## src/lafe_pkg.sv

```systemverilog
// Shared constants, command codes, control structs and width helpers for the flip engine.
package lafe_pkg;

  localparam int SEQ_LEN_DEF = 512;

  localparam int CMD_W = 2;
  localparam int POS_W = 9;
  localparam int CHG_W = 22;
  localparam int EN_W  = 26;

  localparam logic [CMD_W-1:0] CMD_WRITE  = 2'd0;
  localparam logic [CMD_W-1:0] CMD_RECOMP = 2'd1;
  localparam logic [CMD_W-1:0] CMD_EVAL   = 2'd2;
  localparam logic [CMD_W-1:0] CMD_APPLY  = 2'd3;

  localparam int CHG_MAX = 2097151;
  localparam int CHG_MIN = -2097152;
  localparam int EN_MAX  = 67108863;

  // Control that travels alongside the registered store read data.
  typedef struct packed {
    logic valid;
    logic pre;
    logic flip;
    logic first;
    logic last;
    logic lo_ok;
    logic hi_ok;
  } stage_ctl_t;

  // Per-command pulses from the sequencer to the arithmetic unit.
  typedef struct packed {
    logic clear_chg;
    logic start_corr;
    logic commit;
  } alu_cmd_t;

  function automatic int corr_w(input int n);
    return $clog2(n) + 2;
  endfunction

  function automatic int energy_w(input int n);
    int w;
    w = 3 * $clog2(n) + 3;
    return (w > EN_W + 1) ? w : EN_W + 1;
  endfunction

endpackage

```

## src/lafe_alu.sv

```systemverilog
// Shared arithmetic unit: flip terms, lag accumulation, squaring and energy update.
module lafe_alu import lafe_pkg::*; #(
  parameter int SEQ_LEN = SEQ_LEN_DEF
) (
  input  logic                                 clk,
  input  logic                                 rst_n,
  input  alu_cmd_t                             cmd,
  input  stage_ctl_t                           ctl,
  input  logic                                 elem_a,
  input  logic                                 elem_b,
  input  logic signed [corr_w(SEQ_LEN)-1:0]    corr_in,
  output logic signed [corr_w(SEQ_LEN)-1:0]    corr_wr,
  output logic                                 elem_p,
  output logic signed [energy_w(SEQ_LEN)-1:0]  chg,
  output logic signed [energy_w(SEQ_LEN)-1:0]  energy
);

  localparam int CW = corr_w(SEQ_LEN);
  localparam int EW = energy_w(SEQ_LEN);

  logic                   sp_r;
  logic signed [CW-1:0]   acc_r;
  logic signed [CW-1:0]   fin_r;
  logic                   fin_v_r;
  logic signed [2*CW-1:0] prod_r;
  logic                   prod_v_r;
  logic signed [EW-1:0]   chg_r;
  logic signed [EW-1:0]   energy_r;

  logic signed [2:0]    lo_v;
  logic signed [2:0]    hi_v;
  logic signed [2:0]    v_sum;
  logic signed [2:0]    v_eff;
  logic signed [EW-1:0] c_ext;
  logic signed [EW-1:0] term;
  logic signed [CW-1:0] c_new;
  logic signed [CW-1:0] e_step;
  logic signed [CW-1:0] acc_sum;

  always_comb begin
    lo_v  = ctl.lo_ok ? (elem_a ? 3'sd1 : -3'sd1) : 3'sd0;
    hi_v  = ctl.hi_ok ? (elem_b ? 3'sd1 : -3'sd1) : 3'sd0;
    v_sum = lo_v + hi_v;
    // The lag change is d = 2*v_eff, so the energy term 2*C*d + d*d is 4*C*v_eff + 4*v_eff^2.
    v_eff = sp_r ? -v_sum : v_sum;
    c_ext = EW'(corr_in);
    if (v_eff == 3'sd1) begin
      term = (c_ext <<< 2) + EW'(4);
    end else if (v_eff == -3'sd1) begin
      term = EW'(4) - (c_ext <<< 2);
    end else if (v_eff == 3'sd2) begin
      term = (c_ext <<< 3) + EW'(16);
    end else if (v_eff == -3'sd2) begin
      term = EW'(16) - (c_ext <<< 3);
    end else begin
      term = '0;
    end
    c_new   = corr_in + (CW'(v_eff) <<< 1);
    e_step  = (elem_a == elem_b) ? CW'(1) : CW'(-1);
    acc_sum = (ctl.first ? CW'(0) : acc_r) + e_step;
    corr_wr = ctl.flip ? c_new : acc_sum;
  end

  always_ff @(posedge clk) begin
    if (!rst_n) begin
      fin_v_r  <= 1'b0;
      prod_v_r <= 1'b0;
      chg_r    <= '0;
      energy_r <= '0;
    end else begin
      fin_v_r  <= ctl.valid && !ctl.flip && ctl.last;
      prod_v_r <= fin_v_r;
      if (cmd.clear_chg) begin
        chg_r <= '0;
      end else if (ctl.valid && ctl.flip) begin
        chg_r <= chg_r + term;
      end
      if (cmd.start_corr) begin
        energy_r <= '0;
      end else if (cmd.commit) begin
        energy_r <= energy_r + chg_r;
      end else if (prod_v_r) begin
        energy_r <= energy_r + EW'(prod_r);
      end
    end
  end

  always_ff @(posedge clk) begin
    if (ctl.pre) begin
      sp_r <= elem_a;
    end
    if (ctl.valid && !ctl.flip) begin
      acc_r <= acc_sum;
    end
    fin_r  <= acc_sum;
    prod_r <= fin_r * fin_r;
  end

  assign elem_p = sp_r;
  assign chg    = chg_r;
  assign energy = energy_r;

endmodule

```

## config.mk

```make
export PLATFORM = sky130hd
export DESIGN_NAME = lafe_alu
export DESIGN_NICKNAME = d
export VERILOG_FILES = /design/src/lafe_pkg.sv /design/src/lafe_alu.sv
export SDC_FILE = /design/constraint.sdc
export NUM_CORES = 1
export LEC_CHECK = 0
export BUFFER_PORTS_ARGS = -buffer_cell sky130_fd_sc_hd__buf_2
export CAP_MARGIN = 30
export CORE_MARGIN = 10
export CORE_UTILIZATION = 45
export CTS_BUF_LIST = sky130_fd_sc_hd__clkbuf_8
export DETAILED_ROUTE_END_ITERATION = 7
export PLACE_DENSITY_LB_ADDON = 0.08
export SETUP_SLACK_MARGIN = 0.3
export SYNTH_ARGS = -nofsm -noshare
export SYNTH_HDL_FRONTEND = slang
export SYNTH_SLANG_ARGS = --single-unit
```

## constraint.sdc

```tcl
create_clock -name clk -period 6.25 [get_ports clk]
set_input_delay 0.9375 -clock clk [delete_from_list [all_inputs] [get_ports clk]]
set_output_delay 0.9375 -clock clk [all_outputs]
set_load 0.05 [all_outputs]
```

==> run metrics <==
status finished clean; width of the die between 150 and 200 um; drt wl/cell roughly 16 um; ANT nets after route 0; number of flops mapped to enable cells by yosys 12; Avg Synthesized Cell Area approximately 8.3 sq um; clk sinks between 100 and 150; Synth area leader fa_1; H-tree levels 3; crit end category primary output; unrepaired setup endpoints after global routing true; CP Max Fanout 5; Clock Tree Buf Depth 2; number of CTS-inserted buffers 9; DIE HEIGHT 185 um; Clock Tree Root clkbuf_8; Port Buffers between 90 and 100; ranking of synthesized cells by area fa_1 18%, dfxtp_1 15%, ha_1 12%; worst relative slew slack 37.2%; via count ~10000; Placed Cells 1876; CORE AREA about 27000 sq um; pin count of the biggest net entering global routing 35; final hold vios 0; Final Net Count roughly 1800; max_cap viols 0; Final period util a little over 90%; drt first pass iters 7; Post-synth ARST share 0%; Slew @ Worst Pin roughly 0.94 ns; Syn Inst Count about 1500; Worst Hold Class reg -> reg; slowest stage cell on the critical path fa_1; CTS tree yes; grt ovf 0; critical path's largest stage delay ~0.56 ns; diodes inserted 0; Netlist cell types 80; synthesized area around 12000 sq um; WHS Endpoint energy[6]$_SDFFE_PP0P_; Slew Limit Fails 0; hold_buf cts 0; worst r2r dst prod_r[19]$_DFF_P_; max frequency between 150 and 200 MHz; area delta synth->final 9.03%; CP most frequent cell a21oi_1; r2r setup slk 0.75 ns; Top FF cell, synth dfxtp_1; worst r2r src fin_r[7]$_DFF_P_; Seq cells post-synth 104; number of global-route vias before repair around 10000; non-filler cells, final 1894; vias per cell 5.27; post-route setup TNS 0 ns; drt drc 0; Synth top area share between 10% and 20%; sequential share of the synthesized area between 10% and 20%; RePlAce Congestion 0.890; share of cells above drive strength 1 approximately an eighth; First DRT Iteration DRCs 523; worst skew pair latency between 0.4 and 0.5 ns; Initial Utilization between 40% and 50%; hold depth 2; minimum clock period between 5 and 6 ns; final setup violation count 0; CP Data Required Time 5.31 ns; HP Start energy[6]$_SDFFE_PP0P_; Critical Path AT roughly 4.8 ns; Total Wirelength between 30000 and 40000 um; Crit Path Class in -> out; Worst Setup Start Kind primary input; Final HPWL DP 25400 um; Rows 60; total track usage around 18%; crit-path cells buf_2 > nor2b_2 > fa_1 > inv_1 > ha_1 > nand2_1 > o21a_1 > inv_1 > ha_1 > a21o_1 > a21oi_1 > o21bai_1 > a21oi_1 > o21ai_0 > a21o_1 > a21oi_1 > xnor2_1 > mux2_2 > clkbuf_4; clk_skew roughly 0.025 ns; Ports 97; Yosys Warn Count 0; clk slew on worst S/H paths ~0.12 ns; first-pass GRT wire length just over 50000 um; full die area approximately 34000 sq um; R2R cell count 22; antenna violations before repair 0
## Yosys cell counts (5+ instances only)
master,count
nand4_1,7
nor2_1,88
nand2b_1,24
nand3_1,21
clkbuf_1,45
dfxtp_1,92
nand2_1,163
o211ai_1,6
a21o_1,31
xor2_1,31
o21bai_1,15
xnor2_1,73
edfxtp_1,12
and2_1,32
fa_1,113
inv_1,197
o21ai_1,5
nor2b_1,27
o21a_1,11
a31oi_1,5
nor3_1,21
o21ai_0,57
a21oi_1,130
a211oi_1,17
mux2_2,29
and3_1,9
ha_1,121
## final cells by class
cell class	instances	area (sq um)
Clock inverter	6	53.8
Inverter	198	743
Timing Repair Buffer	117	666
Sequential cell	104	2210
Tap cell	341	427
Clock buffer	10	138
Multi-Input combinational cell	1118	9130
Fill cell	2644	13500
## state kept, by name, summed over array words and instances, names as in the netlist
name and count:
prod_v_r 1, elem_p 1, fin_v_r 1, fin_r 11
energy 30, acc_r 11, chg 28, prod_r 21
## metal layers
layer  up-vias  part of all wire, %  routed length, um  track usage [%]
met2       188                   46              14400             30.8
met5         -                    0                  0                0
met1      4700                   49              15100             24.7
li1       5058                    -                  -                -
met3        27                  3.4               1070             2.37
met4         0                  1.4                423             3.87
## critical path, delay by kind of cell
| kind | cells | cell delay (ns) |
|---|---|---|
| multiplexers | 1 | 0.27 |
| adder cells (fa/ha/maj) | 3 | 1.15 |
| XOR/XNOR | 1 | 0.12 |
| AND/OR/NAND/NOR | 2 | 0.23 |
| buffers and inverters | 4 | 0.55 |
| AO/OA/AOI/OAI | 8 | 1.47 |
## worst max path at each step
stage / startpoint / endpoint / slack, ns / cells past startpoint
after floorplan: fin_r[2]$_DFF_P_ / prod_r[19]$_DFF_P_ / 0.66 / 23
after global placement: ctl[1] / chg[29]$_SDFFE_PP0P_ / 0.25 / 23
after detailed placement: ctl[1] / chg[29]$_SDFFE_PP0P_ / 0.20 / 24
after CTS: fin_r[5]$_DFF_P_ / prod_r[19]$_DFF_P_ / 0.33 / 22
after global routing: fin_r[1]$_DFF_P_ / prod_r[19]$_DFF_P_ / 0.25 / 21
final: ctl[1] / corr_wr[10] / 0.56 / 19
## repair_timing
item,4_1_cts,5_1_grt
pin swaps,0,1
setup endpoints to repair,1,8
setup buffers,0,2
gates resized for setup,1,13
## through the flow
| stage | utilization (%) | hold WS (ns) | instance area, sq um | setup slack [ns] |
|---|---|---|---|---|
| 5_1_grt | 49.8 | 0.506 | 13400 | 0.247 |
| 2_1_floorplan | - | 0.367 | 12300 | 0.664 |
| 3_3_place_gp | 48.7 | 0.459 | 13100 | 0.248 |
| 3_5_place_dp | 48.8 | 0.467 | 13100 | 0.201 |
| 6_report | 49.8 | 0.484 | 13400 | 0.560 |
| 4_1_cts | 49.5 | 0.485 | 13300 | 0.334 |
## cells in the final DEF (no fill, tap or decap), drive strengths merged, types with 18 or more instances in the layout
cell type,instances
ha,121
and2,32
nor2b,27
xor2,31
nand2,164
fa,113
o21ai,63
buf,116
inv,201
mux2,29
nor3,21
nand3,21
nor2,89
a21o,31
a21oi,131
a211oi,18
dfxtp,92
nand2b,24
xnor2,73
## kinds of logic (layout without fill, tap and decap cells)
family	count (synthesis)	after routing	synth area share [%]
adder cells (fa/ha/maj)	234	234	30.8
AO/OA/AOI/OAI	329	329	17.0
multiplexers	31	31	2.83
flip-flops	104	104	18.0
XOR/XNOR	104	104	7.43
buffers and inverters	254	331	7.98
AND/OR/NAND/NOR	416	416	16.0
other	2	4	0.0612
Power is not shown: default switching activity piles up to over one toggle a cycle in this logic, so the estimate is an artifact.
