<file path="config.mk">
export PLATFORM = sky130hd
export DESIGN_NAME = lafe_bit_store
export DESIGN_NICKNAME = d
export VERILOG_FILES = /design/src/lafe_bit_store.sv
export SDC_FILE = /design/constraint.sdc
export NUM_CORES = 1
export LEC_CHECK = 0
export BUFFER_PORTS_ARGS = -buffer_cell sky130_fd_sc_hd__buf_4
export CAP_MARGIN = 40
export CORE_UTILIZATION = 35
export CTS_CLUSTER_DIAMETER = 30
export DETAILED_ROUTE_END_ITERATION = 16
export PLACE_DENSITY = 0.48
export SETUP_SLACK_MARGIN = 0.2
export SLEW_MARGIN = 20
export SYNTH_ARGS = -nofsm -noshare
export SYNTH_HDL_FRONTEND = slang
export SYNTH_SLANG_ARGS = --single-unit
</file>
<file path="constraint.sdc">
create_clock -name clk -period 2.9 [get_ports clk]
set_input_delay 0.29 -clock clk [delete_from_list [all_inputs] [get_ports clk]]
set_output_delay 0.29 -clock clk [all_outputs]
set_load 0.02 [all_outputs]
</file>
<file path="src/lafe_bit_store.sv">
// Sequence element store: one write port and two registered read ports.
module lafe_bit_store #(
  parameter int DEPTH = 512
) (
  input  logic                     clk,
  input  logic                     wr_en,
  input  logic [$clog2(DEPTH)-1:0] wr_addr,
  input  logic                     wr_data,
  input  logic [$clog2(DEPTH)-1:0] rd_addr_a,
  input  logic [$clog2(DEPTH)-1:0] rd_addr_b,
  output logic                     rd_data_a,
  output logic                     rd_data_b
);

  logic mem [DEPTH];

  always_ff @(posedge clk) begin
    if (wr_en) begin
      mem[wr_addr] <= wr_data;
    end
    rd_data_a <= mem[rd_addr_a];
    rd_data_b <= mem[rd_addr_b];
  end

endmodule

</file>
==> results.json, run 1 <==
{
  "netlist_area_mm2": 0.0269,
  "endpoint_kind": "flip-flop",
  "pwr_density_cell_mw_per_mm2": 747,
  "clock-sinks": 514,
  "muxShareOfSynthArea_pct": 20.8,
  "yosys.area.top_type": "edfxtp_1",
  "cts_buffers": 136,
  "crit_path_end": "rd_data_a",
  "crit-reg2reg-launch": "mem[193]",
  "first_iter_violations": 2067,
  "fillCellCount": 6902,
  "die_h_um": 279,
  "power_mw": 24.9,
  "max_slew_margin_pct": 48.7,
  "setup_ws_ns": 0.563,
  "cts_tree": "yes",
  "drive_gt1_share_pct": 23.2,
  "rsz0062_at_grt": "no",
  "io_buffers": 31,
  "grtUsageTotal_pct": 24.1,
  "cts.htree.levels": 4,
  "core_mm2": 0.0759,
  "syn_to_final_growth_pct": 23.7,
  "synth-edff-count": 512,
  "synth_cell_types": 47,
  "fin_nets": 2184,
  "synth-compound-area-share_pct": 7.67,
  "avgSynthCellArea_um2": 13.1,
  "pre_cts_slack_ns": 0.109,
  "antenna_found_initial": 0,
  "yosysWarnings": 0,
  "fin_skew_ns": 0.0155,
  "start_util_pct": 35.4,
  "routed_wl_mm": 92.5,
  "max_freq_mhz": 428,
  "vdd_drop_max_mv": 0.552,
  "ys_seq_area_share_pct": 57.3,
  "insertion_delay_ns": 0.72,
  "worstSetupStartpointType": "flip-flop",
  "leakage_nw": 11.0,
  "hp-class": "in -> reg",
  "worst_ep_required_time_ns": 3.47,
  "synth_common_cells": "550 x nor2_1, 512 x edfxtp_1, 230 x mux2i_1",
  "layout.cells.non_filler": 3295,
  "ys_ff_latch": 514,
  "async_reset_ff_share_pct": 0,
  "p_sw_share_pct": 23.2,
  "post-route-drc-count": 0,
  "dp_hpwl_mm": 54.2,
  "num_io_pins": 32,
  "cts_root_buf": "clkbuf_16",
  "post_synth_xor_area_fraction_pct": 0,
  "drt.antenna.violating_nets": 0,
  "synth_top_family_by_area": "multiplexers",
  "grt_first_pass_wirelength_mm": 135,
  "post-cts-setup-buffer-count": 0,
  "rr_endpoint": "rd_data_a",
  "place_area_mm2": 0.0287,
  "clkPwrFrac_pct": 60.2,
  "power_switching_mw": 5.78,
  "path_class": "reg -> reg",
  "setup_viol": 0,
  "syn-num-nets": 2082,
  "syn_inst": 2052,
  "fin_area_mm2": 0.0333,
  "p_int_mw": 19.1,
  "reg2reg_slack_ns": 0.56,
  "dp.cells": 3045,
  "status": "finished, final reports clean",
  "worst_hold_slack_ns": 0.0702,
  "vias": 19234,
  "synth-simple-area-share_pct": 10.1,
  "grt-ovfl-total": 0,
  "finalHoldViolations": 0,
  "num_rows": 101,
  "setup_tns_ns": 0,
  "clockBufferDepth": 3,
  "r2r.worst_path.cells": 7,
  "ctsHoldBuffers": 0,
  "min-delay-start": "wr_data",
  "drt-vias-per-instance": 5.84,
  "post-route-util_pct": 43.8,
  "antenna_cells": 0,
  "yosysTopAreaCellShare_pct": 57.1,
  "report.final.slew_viol_count": 0,
  "crit_fanout": 2,
  "synth_flop_cell": "edfxtp_1",
  "grt_pass1_vias": 19757,
  "tightest_slew_ns": 0.770,
  "dr.pass1.iters": 6,
  "p_seq_share_pct": 33.1,
  "synth_area_leaders": "edfxtp_1 57%, mux4_2 12%, mux2i_1 8.6%, nor2_1 7.7%, o221ai_1 3.8%",
  "synth_fa_ha_area_share_pct": 0,
  "drv_cap": 0,
  "grt_max_degree": 111,
  "clk_pin_slew_ns": 0.05,
  "die_w_um": 279,
  "post_cts_resized": 0,
  "period_share_pct": 80.6,
  "fin_crit_ns": 2.34,
  "die_area_mm2": 0.0780,
  "cp_data_arrival_time_ns": 2.91,
  "synth_most_common_cell": "nor2_1",
  "wl_per_cell_um": 28.1,
  "gp_congestion": 0.845,
  "comb_power_share_pct": 6.6,
  "startpoint": "mem[193]"
}
## layout make-up
cell class	instances	area [um^2]	area share, %
clock buffer	156	3560	10.7
clock inverter	93	1020	3.08
inverter	10	37.5	0.113
multi-input combinational	1339	10400	31.3
sequential	514	15400	46.3
tap	1030	1290	3.87
timing repair buffer	153	1520	4.57
## critical path, stage by stage, from the launching register on
cell      delay, ns
edfxtp_1       0.38
mux4_1         0.53
mux4_2         0.53
nand2_1        0.10
o311ai_1       0.12
o211ai_1       0.20
a221o_1        0.23
nand4_1        0.11
## metal layers
metal | track usage, % | vias up | share of wire, %
li1 | - | 8199 | -
met1 | 32.0 | 10074 | 42
met2 | 38.3 | 775 | 47
met3 | 5.64 | 186 | 7.5
met4 | 9.19 | 0 | 3.3
met5 | 0 | - | 0
## sequential cells by signal (all words and copies together), names as in the netlist
| signal | count |
|---|---|
| rd_data_a | 1 |
| rd_data_b | 1 |
| mem | 512 |
## power by group through the flow
stage | logic [mW] | clock network (mW) | registers (mW)
6_report | 1.65 | 15.0 | 8.23
3_5_place_dp | 1.64 | 0 | 8.35
3_3_place_gp | 1.63 | 0 | 8.35
5_1_grt | 1.73 | 15.6 | 8.22
2_1_floorplan | 0.922 | 0 | 8.35
4_1_cts | 1.64 | 15.2 | 8.23
## kinds of logic (layout without fill, tap and decap cells)
| logic type | after synthesis | count (layout) |
|---|---|---|
| muxes | 376 | 376 |
| AOI/OAI and AO/OA | 286 | 286 |
| and+or+nand+nor | 677 | 677 |
| DFF | 514 | 514 |
| buffers and inverters | 199 | 412 |
## cells in the final DEF (no fill, tap or decap), types with 14 or more instances in the layout
| master | synthesis | layout |
|---|---|---|
| clkinv_2 | 0 | 31 |
| buf_4 | 6 | 121 |
| nor2_1 | 550 | 550 |
| o221ai_1 | 116 | 116 |
| nand2_1 | 68 | 54 |
| bufinv_16 | 0 | 17 |
| a21oi_1 | 68 | 68 |
| nand2_2 | 0 | 14 |
| clkbuf_16 | 0 | 140 |
| edfxtp_1 | 512 | 512 |
| buf_12 | 4 | 28 |
| o22ai_1 | 52 | 52 |
| o21ai_0 | 14 | 14 |
| mux2i_1 | 230 | 230 |
| clkinv_1 | 6 | 30 |
| mux4_2 | 138 | 138 |
| clkbuf_1 | 117 | 16 |
## worst min-delay path by stage
stage | to | slack (ns) | cells past startpoint
2_1_floorplan | mem[0] | 0.39 | 0
3_3_place_gp | mem[28] | 0.80 | 1
3_5_place_dp | mem[28] | 0.81 | 1
4_1_cts | mem[30] | 0.04 | 1
5_1_grt | mem[30] | 0.07 | 1
6_report | mem[30] | 0.07 | 1
Power figures use the tool's default switching activity.
==> run 2, diff against run 1 <==
Settings changed: PLACE_DENSITY 0.48 to 0.5.
Clock period 2.9 ns to 2.1 ns, I/O delays scaled along.
==> run 2 against run 1 <==
  * The run now ends with negative setup slack left
  * Via count up 3.8%
  * Clock power up 29%
  * Maximum frequency up 4.3%
  * Critical path type unchanged
  * Routed wire length up 3.1%
  * Clock-buffer cell count down 2
  * Highest routed layer is now met5
  * Sequential power up 39%
  * Die area unchanged
==> results.json, run 2 (synthesized netlist as in run 1, its figures left out) <==
{
  "reg_top3": "mem x512, rd_data_a x1, rd_data_b x1",
  "antenna_cells": 0,
  "drt-vias-per-instance": 5.78,
  "vdd_drop_max_mv": 0.746,
  "die_w_um": 279,
  "power_mw": 33.3,
  "top_register": "mem",
  "tightest_slew_ns": 0.740,
  "vias": 19970,
  "cp_data_arrival_time_ns": 2.81,
  "core_mm2": 0.0759,
  "syn_to_final_growth_pct": 28.9,
  "antenna_found_initial": 1,
  "status": "finished with violations",
  "worst_ep_required_time_ns": 2.67,
  "cts_tree": "yes",
  "clockBufferDepth": 3,
  "grt_first_pass_wirelength_mm": 138,
  "dp_hpwl_mm": 60.5,
  "num_io_pins": 32,
  "cts_buffers": 131,
  "cpMostUsedCell": "mux4_2",
  "drt.antenna.violating_nets": 0,
  "rsz0062_at_grt": "yes",
  "crit_path_top_delay_cell": "mux4_2",
  "largest_register_ffs": 512,
  "die_area_mm2": 0.0780,
  "grt-ovfl-total": 0,
  "cp_cell_sequence": "mux4_2 -> mux4_2 -> nand2_1 -> o311ai_1 -> buf_4 -> o211ai_1 -> a221o_1 -> nand4_1",
  "report.final.slew_viol_count": 0,
  "dr.pass1.iters": 5,
  "pwr_density_cell_mw_per_mm2": 960,
  "post-route-util_pct": 45.7,
  "insertion_delay_ns": 0.71,
  "grt_max_degree": 101,
  "fin_skew_ns": 0.0164,
  "hp-class": "in -> reg",
  "fin_crit_ns": 2.24,
  "wl_per_cell_um": 27.6,
  "finalHoldViolations": 0,
  "clk_pin_slew_ns": 0.04,
  "met2_length_mm": 44.1,
  "cts.htree.levels": 4,
  "post-cts-setup-buffer-count": 0,
  "first_iter_violations": 1774,
  "grtUsageTotal_pct": 24.6,
  "dp.cells": 3216,
  "layout_common_cells": "550 x nor2_1, 512 x edfxtp_1, 259 x buf_4, 230 x mux2i_1, 140 x mux4_2",
  "max_slew_margin_pct": 50.5,
  "die_h_um": 279,
  "fin_nets": 2350,
  "routed_wl_mm": 95.4,
  "path_class": "reg -> reg",
  "met1_length_mm": 40.4,
  "endpoint_kind": "flip-flop",
  "crit_fanout": 2,
  "post-route-drc-count": 0,
  "final_common_cell": "nor2_1",
  "num_rows": 101,
  "dr_wl_met3_mm": 7.83,
  "worstSetupStartpointType": "flip-flop",
  "violations": "negative setup slack",
  "grt_pass1_vias": 20511,
  "cp_slowest_stage_delay_ns": 0.52,
  "drv_cap": 0,
  "period_share_pct": 107,
  "drive_gt1_share_pct": 28.4,
  "setup_ws_ns": -0.141,
  "io_buffers": 31,
  "clock-sinks": 514,
  "top_layer": "met5",
  "cts_root_buf": "clkbuf_16",
  "setup_viol": 2,
  "start_util_pct": 35.4,
  "gp_congestion": 0.876,
  "leakage_nw": 11.8,
  "layout.cells.non_filler": 3455,
  "max_freq_mhz": 446
}
run 2: final timing paths:
| path | start | endpoint | slack (ns) | depth (start not counted) |
|---|---|---|---|---|
| setup / recovery | mem[197] | rd_data_a | -0.14 | 8 |
| hold / removal | rd_addr_a[8] | rd_data_a | 0.13 | 6 |
| setup reg to reg | mem[197] | rd_data_a | -0.14 | 8 |
| hold reg to reg | mem[115] | rd_data_b | 1.11 | 6 |
run 2: area by class of cell:
cell class / instances / area, um^2
clock buffer: 154 / 3410
clock inverter: 84 / 870
fill: 6912 / 41300
inverter: 10 / 37.5
multi-input combinational: 1339 / 10400
sequential: 514 / 15400
tap: 1030 / 1290
timing repair buffer: 324 / 3220
run 2: worst max-delay path, delay by kind of cell (launching register included):
kind                   cells  cell delay [ns]
multiplexers               2             0.98
AO/OA/AOI/OAI              3             0.40
flip-flops                 1             0.38
AND/OR/NAND/NOR            2             0.18
buffers and inverters      1             0.14
run 2: per-layer routing:
metal  up-vias  track usage (%)
met2       901             38.8
met1     10355             33.2
li1       8532                -
met3       180             5.35
met5         -                0
met4         2             9.41
run 2: stage by stage:
step / setup TNS [ns] / hold slack, ns / worst slack (ns) / area (um^2)
detailed placement: -0.880 / 0.634 / -0.462 / 30400
finish: -0.237 / 0.125 / -0.141 / 34700
global placement: -0.927 / 0.631 / -0.500 / 30400
floorplan: 0 / 0.309 / 0.108 / 26900
global route: -0.334 / 0.123 / -0.207 / 34700
CTS: -0.194 / 0.0702 / -0.125 / 34700
run 2: power by group:
group	internal (mW)	total, mW	switching (mW)	leakage (nW)
Sequential	11.3	11.4	0.0182	4.62
Clock	12.9	19.3	6.41	2.07
Combinational	1.10	2.64	1.55	5.13
Total	25.3	33.3	7.98	11.8
run 2: timing repair:
action                     CTS  global route
setup endpoints to repair    2             2
gates cloned                 0             0
pin swaps                    3             3
hold buffers                 1             0
resized for setup            3             2
hold endpoints to repair    40             0
